`config.mk`:
```
export PLATFORM = sky130hd
export DESIGN_NAME = telnet_option_responder_core
export DESIGN_NICKNAME = d
export VERILOG_FILES = /design/src/design/tor_pkg.sv /design/src/design/telnet_option_responder_core.sv
export SDC_FILE = /design/constraint.sdc
export NUM_CORES = 1
export LEC_CHECK = 0
export ABC_AREA = 1
export BUFFER_PORTS_ARGS = -buffer_cell sky130_fd_sc_hd__buf_4
export CAP_MARGIN = 20
export CORE_ASPECT_RATIO = 0.5
export CORE_UTILIZATION = 45
export DETAILED_ROUTE_END_ITERATION = 16
export PLACE_DENSITY = 0.61
export RECOVER_POWER = 100
export SETUP_SLACK_MARGIN = 0.02
export SLEW_MARGIN = 10
export SYNTH_ARGS = -nofsm -noshare
export SYNTH_HDL_FRONTEND = slang
export SYNTH_SLANG_ARGS = --single-unit
```
`constraint.sdc`:
```
create_clock -name aclk -period 2.1 [get_ports aclk]
set_input_delay 0 -clock aclk [delete_from_list [all_inputs] [get_ports aclk]]
set_output_delay 0 -clock aclk [all_outputs]
set_load 0.005 [all_outputs]
```
`src/design/tor_pkg.sv`:
```
// tor_pkg: byte codes, option list and parser state type for the telnet option responder
// no dependencies

package tor_pkg;

    localparam logic [7:0] TN_IAC  = 8'd255;
    localparam logic [7:0] TN_DONT = 8'd254;
    localparam logic [7:0] TN_DO   = 8'd253;
    localparam logic [7:0] TN_WONT = 8'd252;
    localparam logic [7:0] TN_WILL = 8'd251;
    localparam logic [7:0] TN_ESC  = 8'd27;

    localparam logic [7:0] OPT_TTYPE     = 8'd24;
    localparam logic [7:0] OPT_NAWS      = 8'd31;
    localparam logic [7:0] OPT_TSPEED    = 8'd32;
    localparam logic [7:0] OPT_XDISPLOC  = 8'd35;
    localparam logic [7:0] OPT_ENVIRON   = 8'd36;
    localparam logic [7:0] OPT_NEWENVIRON = 8'd39;

    localparam int REPLY_LEN = 3;
    localparam int SEQ_W = $clog2(REPLY_LEN);

    localparam logic KIND_DATA  = 1'b0;
    localparam logic KIND_REPLY = 1'b1;

    typedef enum logic [3:0] {
        PH_DATA = 4'b0001,
        PH_CMD  = 4'b0010,
        PH_OPT  = 4'b0100,
        PH_ESC  = 4'b1000
    } phase_t;

    function automatic logic option_refused(input logic [7:0] opt);
        return (opt == OPT_TTYPE) || (opt == OPT_NAWS) || (opt == OPT_TSPEED) ||
               (opt == OPT_XDISPLOC) || (opt == OPT_ENVIRON) || (opt == OPT_NEWENVIRON);
    endfunction

endpackage

```
`src/design/telnet_option_responder_core.sv`:
```
// telnet_option_responder_core: byte parser that forwards data and answers option requests
// depends on tor_pkg
//
// channel | ports                                  | word
// --------+----------------------------------------+------------------------------------
// input   | s_valid s_ready s_in_byte              | one received byte
// result  | m_valid m_ready m_out_kind/byte/last   | one data byte or one reply byte
//
// a byte is registered on input, parsed in the next cycle and loaded into the result register
// data bytes leave one word per cycle while m_ready is high; a reply holds the result register for its three words
// bytes that give no word (command, esc and swallowed bytes) retire without waiting, even under stall
// input stalls only while a parsed byte waits for the result register to drain
// reset is synchronous active low and returns the parser to plain data

module telnet_option_responder_core
    import tor_pkg::*;
(
    input  logic       aclk,
    input  logic       aresetn,
    input  logic       s_valid,
    output logic       s_ready,
    input  logic [7:0] s_in_byte,
    output logic       m_valid,
    input  logic       m_ready,
    output logic       m_out_kind,
    output logic [7:0] m_out_byte,
    output logic       m_out_last
);

    logic             in_valid_reg, in_valid_next;
    logic [7:0]       in_byte_reg;
    phase_t           phase_reg, phase_next;
    logic [7:0]       cmd_reg, cmd_next;

    logic             out_valid_reg, out_valid_next;
    logic             kind_reg;
    logic [7:0]       byte_reg;
    logic [7:0]       answer_reg;
    logic [SEQ_W-1:0] seq_reg, seq_next;

    logic             has_result;
    logic             res_kind;
    logic [7:0]       res_answer;
    logic             out_free;
    logic             consume;
    logic             load;

    // parse the registered byte
    always_comb begin
        phase_next = phase_reg;
        cmd_next   = cmd_reg;
        has_result = 1'b0;
        res_kind   = KIND_DATA;
        res_answer = TN_WILL;
        case (phase_reg)
            PH_CMD: begin
                cmd_next   = in_byte_reg;
                phase_next = PH_OPT;
            end
            PH_OPT: begin
                phase_next = PH_DATA;
                res_kind   = KIND_REPLY;
                if (cmd_reg == TN_DO || cmd_reg == TN_DONT) begin
                    has_result = 1'b1;
                    res_answer = (cmd_reg == TN_DONT || option_refused(in_byte_reg))
                               ? TN_WONT : TN_WILL;
                end else if (cmd_reg == TN_WILL) begin
                    has_result = 1'b1;
                    res_answer = TN_DO;
                end else if (cmd_reg == TN_WONT) begin
                    has_result = 1'b1;
                    res_answer = TN_DONT;
                end
            end
            PH_ESC: begin
                phase_next = PH_DATA;
            end
            default: begin
                if (in_byte_reg == TN_IAC) begin
                    phase_next = PH_CMD;
                end else if (in_byte_reg == TN_ESC) begin
                    phase_next = PH_ESC;
                end else begin
                    has_result = 1'b1;
                end
            end
        endcase
    end

    assign out_free = !out_valid_reg || (m_ready && m_out_last);
    assign consume  = in_valid_reg && (!has_result || out_free);
    assign load     = consume && has_result;
    assign s_ready  = !in_valid_reg || consume;

    assign in_valid_next = (s_valid && s_ready) || (in_valid_reg && !consume);

    always_comb begin
        out_valid_next = out_valid_reg;
        seq_next       = seq_reg;
        if (load) begin
            out_valid_next = 1'b1;
            seq_next       = '0;
        end else if (out_valid_reg && m_ready) begin
            if (m_out_last) begin
                out_valid_next = 1'b0;
            end else begin
                seq_next = seq_reg + SEQ_W'(1);
            end
        end
    end

    always_ff @(posedge aclk) begin
        if (!aresetn) begin
            in_valid_reg  <= 1'b0;
            phase_reg     <= PH_DATA;
            cmd_reg       <= '0;
            out_valid_reg <= 1'b0;
            seq_reg       <= '0;
        end else begin
            in_valid_reg  <= in_valid_next;
            out_valid_reg <= out_valid_next;
            seq_reg       <= seq_next;
            if (consume) begin
                phase_reg <= phase_next;
                cmd_reg   <= cmd_next;
            end
        end
    end

    // payload registers
    always_ff @(posedge aclk) begin
        if (s_valid && s_ready) begin
            in_byte_reg <= s_in_byte;
        end
        if (load) begin
            kind_reg   <= res_kind;
            byte_reg   <= in_byte_reg;
            answer_reg <= res_answer;
        end
    end

    assign m_valid    = out_valid_reg;
    assign m_out_kind = kind_reg;
    assign m_out_last = (kind_reg == KIND_DATA) || (seq_reg == SEQ_W'(REPLY_LEN - 1));

    always_comb begin
        m_out_byte = byte_reg;
        if (kind_reg == KIND_REPLY) begin
            if (seq_reg == SEQ_W'(0)) begin
                m_out_byte = TN_IAC;
            end else if (seq_reg == SEQ_W'(1)) begin
                m_out_byte = answer_reg;
            end
        end
    end

    // assertions
    a_seq_range: assert property (@(posedge aclk) disable iff (!aresetn)
        out_valid_reg |-> (seq_reg <= SEQ_W'(REPLY_LEN - 1)))
        else $error("reply index out of range");

    a_data_single: assert property (@(posedge aclk) disable iff (!aresetn)
        (out_valid_reg && kind_reg == KIND_DATA) |-> (seq_reg == '0))
        else $error("data word with nonzero reply index");

    a_reply_step: assert property (@(posedge aclk) disable iff (!aresetn)
        (m_valid && m_ready && !m_out_last) |=>
            (out_valid_reg && seq_reg == $past(seq_reg) + SEQ_W'(1)))
        else $error("reply did not advance to its next word");

    a_cmd_to_opt: assert property (@(posedge aclk) disable iff (!aresetn)
        (consume && phase_reg == PH_CMD) |=> (phase_reg == PH_OPT && cmd_reg == $past(in_byte_reg)))
        else $error("command byte not held");

endmodule
```
* Word-level counts from Yosys, hierarchy flattened
Index checks and enable logic that the tools add are counted.
** Operators by class
- Add/sub/neg operators :: 1
- Equality and inequality tests :: 17
- Muxes and demuxes :: 20
- Bitwise gates (word level) :: 3
- Reduce and logical (&&, ||, !) cells :: 33
** Operators with widths (count)
- == test 8 bit (second input constant) :: 5
- == test 8 x 6 -> 1 bit (second input constant) :: 4
- == test 8 x 5 -> 1 bit (second input constant) :: 3
- 2-to-1 mux 8 bit :: 3
- logical OR 1 bit :: 12
- 2-to-1 mux 3 bit :: 4
- 2-to-1 mux 1 bit :: 9
- 2-to-1 mux 4 bit :: 2
- one-hot mux 4 bit (2 select lines) :: 1
- AND reduction 2 bit :: 4
- logical AND 1 bit :: 6
- OR reduction 2 bit :: 3
- == test 4 x 2 -> 1 bit (second input constant) :: 1
- == test 4 x 3 -> 1 bit (second input constant) :: 1
- == test 4 bit (second input constant) :: 1
- zero test 1 bit :: 4
- nonzero test 2 bit :: 2
- nonzero test 4 bit :: 1
- NOT 1 bit :: 3
- adder 2 x 1 -> 2 bit (second input constant) :: 1
- == test 2 x 1 -> 1 bit (second input constant) :: 1
- == test 2 bit (second input constant) :: 1
- zero test 2 bit :: 1
- one-hot mux 1 bit (2 select lines) :: 1
** Storage, ports and cells
- Flip-flop bits (word level) :: 41
- Input bits :: 12
- Output and inout port bits :: 12
- Word-level logic and storage cells :: 83

* Longest topological paths before layout
Gate-level depths: netlist of run 1.
- Depth after elaboration :: 11
- Depth in mapped cells :: 13
- Gate-level depth less buffers :: 13

* Worst setup path before layout of run 1
No wires, ideal clock.
- Kind :: reg2reg
- Start point :: register in_byte_reg[6]
- End point :: register answer_reg[0] (enable)
- Library setup time :: 0.344 ns
- Arrival :: 1.422 ns
- Data required time :: 1.756 ns
- Path slack :: 0.334 ns
- Stages on the path, launching flop included :: 12
- Path buffers :: 0
- Clock period less this slack :: 1.766 ns
- Path through :: edfxtp_1 -> inv_1 -> nand2_1 -> nor2_1 -> nand2_1 -> nand4_2 -> nand2_4 -> nand2_4 -> nand2_1 -> inv_1 -> nand2_1 -> inv_1
** Between the ends
- Longest elaborated chain between the ends :: 8
- Elaborated cells on any way between the ends :: 9
- Classes of those cells :: 2 x eq/ne; 3 x mux; 4 x reduce/logical
** RTL lines
- start, declared :: RTL line telnet_option_responder_core.sv:31 : logic [7:0] in_byte_reg;
- start signal, assigned :: RTL line telnet_option_responder_core.sv:133 : in_byte_reg <= s_in_byte;
- == test 8 x 5 -> 1 bit :: RTL line telnet_option_responder_core.sv:81 : end else if (in_byte_reg == TN_ESC) begin
- 2-to-1 mux 1 bit :: RTL line telnet_option_responder_core.sv:81
- 2-to-1 mux 1 bit * :: RTL line telnet_option_responder_core.sv:79 : if (in_byte_reg == TN_IAC) begin
- one-hot mux 1 bit (2 select lines) * :: RTL line telnet_option_responder_core.sv:55 : case (phase_reg)
- zero test 1 bit :: RTL line telnet_option_responder_core.sv:91 : assign consume = in_valid_reg && (!has_result || out_free);
- logical OR 1 bit :: RTL line telnet_option_responder_core.sv:91
- logical AND 1 bit :: RTL line telnet_option_responder_core.sv:91
- logical AND 1 bit * :: RTL line telnet_option_responder_core.sv:92 : assign load = consume && has_result;
- via load :: RTL line telnet_option_responder_core.sv:46 : logic load;
- end signal, assigned :: RTL line telnet_option_responder_core.sv:138 : answer_reg <= res_answer;
- end, declared :: RTL line telnet_option_responder_core.sv:38 : logic [7:0] answer_reg;
The timed path passes the listed nets; every way through them passes the cells marked *.
A chain may end at the register's enable or synchronous reset.

* Worst setup path after layout of run 1
- Start point :: register in_byte_reg[6]
- End point :: register kind_reg (netlist: m_out_kind) (enable)
** Between the ends
- Longest elaborated chain between the ends :: 8
- Elaborated cells on any way between the ends :: 9
- Classes of those cells :: 2 x eq/ne; 3 x mux; 4 x reduce/logical
** RTL lines
- == test 8 x 5 -> 1 bit :: RTL line telnet_option_responder_core.sv:81
- 2-to-1 mux 1 bit :: RTL line telnet_option_responder_core.sv:81
- 2-to-1 mux 1 bit * :: RTL line telnet_option_responder_core.sv:79
- one-hot mux 1 bit (2 select lines) * :: RTL line telnet_option_responder_core.sv:55
- zero test 1 bit :: RTL line telnet_option_responder_core.sv:91
- logical OR 1 bit :: RTL line telnet_option_responder_core.sv:91
- logical AND 1 bit :: RTL line telnet_option_responder_core.sv:91
- logical AND 1 bit * :: RTL line telnet_option_responder_core.sv:92
- via load :: RTL line telnet_option_responder_core.sv:46
- end signal, assigned :: RTL line telnet_option_responder_core.sv:136 : kind_reg <= res_kind;
- end, declared :: RTL line telnet_option_responder_core.sv:36 : logic kind_reg;
Marks and branches as above.

==> results of run 1 <==
[worst paths after layout]
| check | startpoint | to | slack [ns] | depth (start not counted) |
|---|---|---|---|---|
| setup / recovery | in_byte_reg[6]$_DFFE_PP_ | m_out_kind$_DFFE_PP_ | 0.18 | 12 |
| hold / removal | m_ready | m_valid$_SDFFE_PN0P_ | 0.11 | 4 |
| setup reg to reg | in_byte_reg[6]$_DFFE_PP_ | m_out_kind$_DFFE_PP_ | 0.18 | 12 |
| hold reg to reg | phase_reg[1]$_SDFFE_PN0P_ | phase_reg[1]$_SDFFE_PN0P_ | 0.50 | 2 |
[Yosys cell counts, types with 2 or more instances]
| master | n | area share (%) |
|---|---|---|
| nor2_4 | 3 | 1.9 |
| ha_1 | 3 | 2.1 |
| o21ai_0 | 6 | 1.7 |
| nand2_1 | 59 | 12 |
| inv_1 | 31 | 6.6 |
| dfxtp_1 | 16 | 18 |
| nand3_2 | 3 | 1.7 |
| nand2_4 | 2 | 1.3 |
| inv_2 | 5 | 1.1 |
| edfxtp_1 | 20 | 34 |
| nand2_2 | 3 | 1.1 |
| nand3_1 | 13 | 3.7 |
| a21oi_1 | 7 | 2.0 |
| nor2_1 | 30 | 6.4 |
[metrics by stage]
stage | instance area, sq um | hold WS (ns) | power [mW] | std cells
after CTS | 2193 | 0.09782 | 1.408 | 305
final | 2178 | 0.1135 | 1.387 | 305
after detailed placement | 2001 | 0.1794 | 0.8988 | 287
after global routing | 2178 | 0.1108 | 1.452 | 305
after global placement | 2001 | 0.1784 | 0.8963 | 287
after floorplan | 1773 | 0.09887 | 0.8449 | 214
[final cells by class]
| class | count | area, sq um |
|---|---|---|
| fillers | 335 | 1425 |
| flip-flops and latches | 36 | 920.9 |
| multi-input cells | 139 | 681.9 |
| repair buffers | 34 | 280.3 |
| inverters | 37 | 138.9 |
| clock buffers | 6 | 82.58 |
| well taps | 51 | 63.81 |
| clock inverters | 2 | 10.01 |
[power breakdown]
| group | switching (mW) | internal (mW) | leakage (nW) | total, mW |
|---|---|---|---|---|
| Sequential | 0.0195 | 0.768 | 0.314 | 0.787 |
| Clock | 0.234 | 0.261 | 0.0510 | 0.495 |
| Combinational | 0.0507 | 0.0539 | 0.644 | 0.105 |
[logic make-up after synthesis]
logic type,after synthesis,share of synthesized area [%]
XOR/XNOR,1,0.4941
AO/OA/AOI/OAI,16,4.940
multiplexers,1,0.6351
adder cells (fa/ha/maj),3,2.117
AND/OR/NAND/NOR,118,31.12
buffers and inverters,39,8.750
flip-flops,36,51.94
[worst max-delay path, delay by kind of cell (launching register included)]
kind | cells | cell delay [ns]
buf+inv | 4 | 0.43
flops | 1 | 0.49
simple gates | 8 | 0.69
[metal layers]
metal,vias to the layer above,wire length [um]
met3,5,143
li1,746,-
met4,0,25
met2,29,1306
met5,-,0
met1,595,1846
==> results.txt, run 1 <==
most frequent cells in the layout: 59 x nand2_1, 32 x inv_1, 31 x nor2_1
CP most frequent cell: nand2_1
PD cells: 636.9 mW/mm^2
initial antenna violation count: 0
post-synthesis cell type count: 27
die extent in x: 90.77 um
Post-Syn Area: 0.001773 sq mm
post-cts sizing count: 0
postcts setup bufs: 0
Critical Path AT: 1.90 ns
clock latency on the worst-skew pair: 0.28 ns
Pre-antenna DRT Iters: 4
Avg Inst Size Synth: 8.285 sq um
crit path capture type: flop
post-synthesis cell count: 214
port buffer count: 23
Final setup viols: 0
RSZ-0062 raised after global routing: false
GRT Total Usage: 17.33%
Vias: 1375
total negative slack: 0 ns
Peak supply drop: 0.4670 mV
first-pass GRT wire length: 5257 um
period utilisation layout: 91.62%
Most used DFF post-synth: edfxtp_1
worst path cell trace: inv_1 > nand2_1 > nor2_1 > nand2_1 > nand4_2 > nand2_4 > nand2_4 > nand2_1 > inv_1 > nand2_1 > inv_1 > clkbuf_4
Sink Count: 36
WP data required: 2.08 ns
Top Usage Layer GRT: met2
Hold Vio Cnt, Final: 0
Syn-to-layout area delta: 22.87%
CTS max path bufs: 2
min-delay worst type: input port to flop
EDFF count, synth: 20
I/O pins: 24
CTS tree: done
largest net degree at the start of global routing: 18
M1 GR Usage: 24.85%
Synth Warn #: 0
crit path max fanout: 12
grt ovf: 0
met2 Use GR: 24.85%
Antenna Nets Post-Route: 0
min cycle time layout: 1.924 ns
Die Area: 0.004210 sq mm
Leak: 1.010 nW
maximum clock rate: 519.8 MHz
Startpoint Class: flop
Via density: 4.508
layout cells sized above 1: 20.08%
CTS Root Cell: clkbuf_8
Post-DP HPWL: 2571 um
Synth async-reset ratio: 0%
Placement Setup Slack: 0.2002 ns
synthesized flop and latch total: 36
Crit-path slowest cell: edfxtp_1
final-stage net count: 268
DRT iter0 DRCs: 68
Slew Limit Fails: 0
vias in the first global route: 1125
Tightest Pin Transition: 0.3395 ns
Post-Syn Nets: 229
Site Rows: 15
die height: 46.39 um
core area: 0.003603 sq mm
ant diodes: 0
max incr delay on CP: 0.49 ns
Starting Density: 49.20%
commonest non-fill, non-tap cell in the layout: nand2_1
WS Path Type: flop to flop
CTS clk-pin slew, worst paths: 0.07 ns
Max-Cap Viols: 0
Detailed Route WL: 3321 um
total CTS buffers: 5
Setup WS post-layout: 0.1760 ns
met3 Resource Use GR: 5.446%
drc violations: 0
H-tree levels: 2
WL per Instance: 10.89 um
Post-Route Utilization: 60.45%
final RePlAce weighted congestion: 0.8453
Slew HR: 77.34%
Seq/Total Area, Yosys: 51.94%
outcome: completed
Worst Skew: 0.007627 ns
hold_buf cts: 10
(Power assumes the default switching activity.)
==> inputs of run 2 (changes only) <==
- BUFFER_PORTS_ARGS: -buffer_cell sky130_fd_sc_hd__buf_4 -> not set
- CTS_BUF_LIST: not set -> sky130_fd_sc_hd__clkbuf_2 sky130_fd_sc_hd__clkbuf_4 sky130_fd_sc_hd__clkbuf_8
- DONT_BUFFER_PORTS: not set -> 1
- PLACE_DENSITY: 0.61 -> 0.56
==> run 2 against run 1 <==
  * Clock-buffer cell count unchanged
  * Register-to-register slack got worse by 0.04 ns
  * Sequential power about the same
  * Cell count is 6.9% lower
  * Design area decreased by 6.9%
  * Flip-flop and latch count is the same
  * Combinational power down 19%
  * First-iteration DRC count decreased by 4.4%
  * Sequential share of layout area grew 3.1 points
  * Hold slack better by 0.035 ns
  * Die area is the same
  * Largest power group unchanged
==> results.txt, run 2 (synthesized netlist as in run 1, its figures left out) <==
outcome: completed
Critical Path AT: 1.91 ns (about the same)
Area after DPL: 0.001848 sq mm (-7.6%)
Worst Skew: 0.006126 ns (-0.001501 ns)
Startpoint Class: flop
final RePlAce weighted congestion: 0.8545 (+1.1%)
Overall Power: 1.349 mW (-2.7%)
Slew HR: 67.87% (-9.5 points)
crit path max fanout: 8 (-4)
period utilisation layout: 93.59% (+2.0 points)
RSZ-0062 raised after global routing: false
clock latency on the worst-skew pair: 0.29 ns (about the same)
port buffer count: 0 (-100%)
worst path cell trace: inv_1 > nand2_1 > nor2_1 > nand2_1 > nand4_1 > nand2_4 > nand3_1 > nand2_1 > inv_1
Crit-path slowest cell: edfxtp_1
first-pass GRT wire length: 5437 um (+3.4%)
total CTS buffers: 5 (unchanged)
met3 routed WL: 123 um (-14%)
min-delay worst type: input port to flop
Max-Cap Viols: 0 (unchanged)
placed cells: 265 (-7.7%)
layout cells sized above 1: 11.16% (-8.9 points)
CP most frequent cell: nand2_1
I/O pins: 24 (unchanged)
Hold Path Depth: 2 (-2)
die extent in x: 90.77 um (unchanged)
Site Rows: 15 (unchanged)
WP data required: 2.05 ns (-0.03 ns)
ant diodes: 0 (unchanged)
max incr delay on CP: 0.46 ns (-0.03 ns)
H-tree levels: 2 (unchanged)
switching pwr: 304.3 uW (about the same)
PD cells: 665.3 mW/mm^2 (+4.5%)
Setup WS post-layout: 0.1346 ns (-0.04143 ns)
WS Path Type: flop to flop
cell area after layout: 0.002028 sq mm (-6.9%)
core area: 0.003603 sq mm (unchanged)
DRT iter0 DRCs: 65 (-4.4%)
Peak supply drop: 0.3754 mV (-20%)
Syn-to-layout area delta: 14.40%
Sw Ratio: 22.55% (+0.64 points)
WL per Instance: 11.92 um (+9.4%)
Slew Limit Fails: 0 (unchanged)
M1 WL: 1915 um (+3.7%)
Antenna Nets Post-Route: 0 (unchanged)
largest net degree at the start of global routing: 18 (unchanged)
Vias: 1315 (-4.4%)
Via density: 4.630 (+2.7%)
crit path capture type: flop
Placement Setup Slack: 0.1932 ns (-0.006970 ns)
min cycle time layout: 1.965 ns (+0.04143 ns)
Hold Vio Cnt, Final: 0 (unchanged)
Sink Count: 36 (unchanged)
Post-Route Utilization: 56.28% (-4.2 points)
grt ovf: 0 (unchanged)
Post-DP HPWL: 2572 um (about the same)
final non-filler cell total: 284 (-6.9%)
Clock Power Share: 35.4% (-0.3 points)
postcts setup bufs: 0 (unchanged)
Die Area: 0.004210 sq mm (unchanged)
Multi-input gate area: 683.2 sq um (+0.18%)
Hold WS: 0.1489 ns (+0.03542 ns)
total negative slack: 0 ns (unchanged)
CTS clk-pin slew, worst paths: 0.07 ns (about the same)
logic gate share of total power: 6.3% (-1.2 points)
GRT Total Usage: 18.28% (+0.95 points)
final-stage net count: 247 (-7.8%)
Int Pwr: 1.045 mW (-3.5%)
vias in the first global route: 1129 (+0.36%)
most frequent cells in the layout: 59 x nand2_1, 33 x inv_1, 30 x nor2_1
drc violations: 0 (unchanged)
met2 WL: 1336 um (+2.3%)
CTS Root Cell: clkbuf_8
hold_buf cts: 11 (+1)
CTS max path bufs: 2 (unchanged)
maximum clock rate: 508.8 MHz (-2.1%)
Detailed Route WL: 3384 um (+1.9%)
FF+latch area: 920.9 sq um (unchanged)
CTS tree: done
Leak: 0.9056 nW (-10%)
Starting Density: 49.20% (unchanged)
Top Layer Used: met4
post-cts sizing count: 0 (unchanged)
die height: 46.39 um (unchanged)
cells on worst reg2reg path: 9 (-3)
Tightest Pin Transition: 0.4804 ns (+0.1409 ns)
Sequential Power Share: 58.3% (+1.5 points)
initial antenna violation count: 0 (unchanged)
fill count: 339 (+1.2%)
Final setup viols: 0 (unchanged)
commonest non-fill, non-tap cell in the layout: nand2_1
Pre-antenna DRT Iters: 4 (unchanged)
[run 2: cell count changes in the layout (fill, tap and decap cells not counted), sizes merged]
cell,previous run,this run
clkbuf,27,7
clkinvlp,0,1
buf,3,1
clkinv,3,2
dlygate4sd3,10,11
[run 2: layout make-up]
cell class	instances	area share, %
flip-flops and latches	36	45.40
well taps	51	3.146
inverters	37	6.848
clock inverters	2	0.5552
repair buffers	13	6.601
clock buffers	6	3.763
multi-input cells	139	33.68
[run 2: power by group through the flow]
stage | registers, mW | logic (mW) | clock network (mW)
5_1_grt | 0.789 | 0.0946 | 0.526
3_5_place_dp | 0.803 | 0.0662 | 0
6_report | 0.786 | 0.0850 | 0.478
3_3_place_gp | 0.802 | 0.0648 | 0
4_1_cts | 0.787 | 0.0864 | 0.498
2_1_floorplan | 0.796 | 0.0493 | 0
[run 2: path summary, 6_finish.rpt]
kind                              from                   endpoint  slack, ns
min reg2reg  phase_reg[1]$_SDFFE_PN0P_  phase_reg[1]$_SDFFE_PN0P_       0.49
max           in_byte_reg[7]$_DFFE_PP_   in_byte_reg[5]$_DFFE_PP_       0.13
max reg2reg   in_byte_reg[7]$_DFFE_PP_   in_byte_reg[5]$_DFFE_PP_       0.13
min                            s_valid   in_byte_reg[0]$_DFFE_PP_       0.15
[run 2: per-layer routing]
metal | track usage (%) | vias to the layer above
met2 | 25.91 | 24
met1 | 26.00 | 587
li1 | - | 702
met5 | 0 | -
met4 | 7.619 | 0
met3 | 5.611 | 2
[run 2: worst max-delay path: cells and delay by family, from the launching register on]
family,cells,cell delay (ns)
buf+inv,2,0.41
flops,1,0.46
simple gates,7,0.76
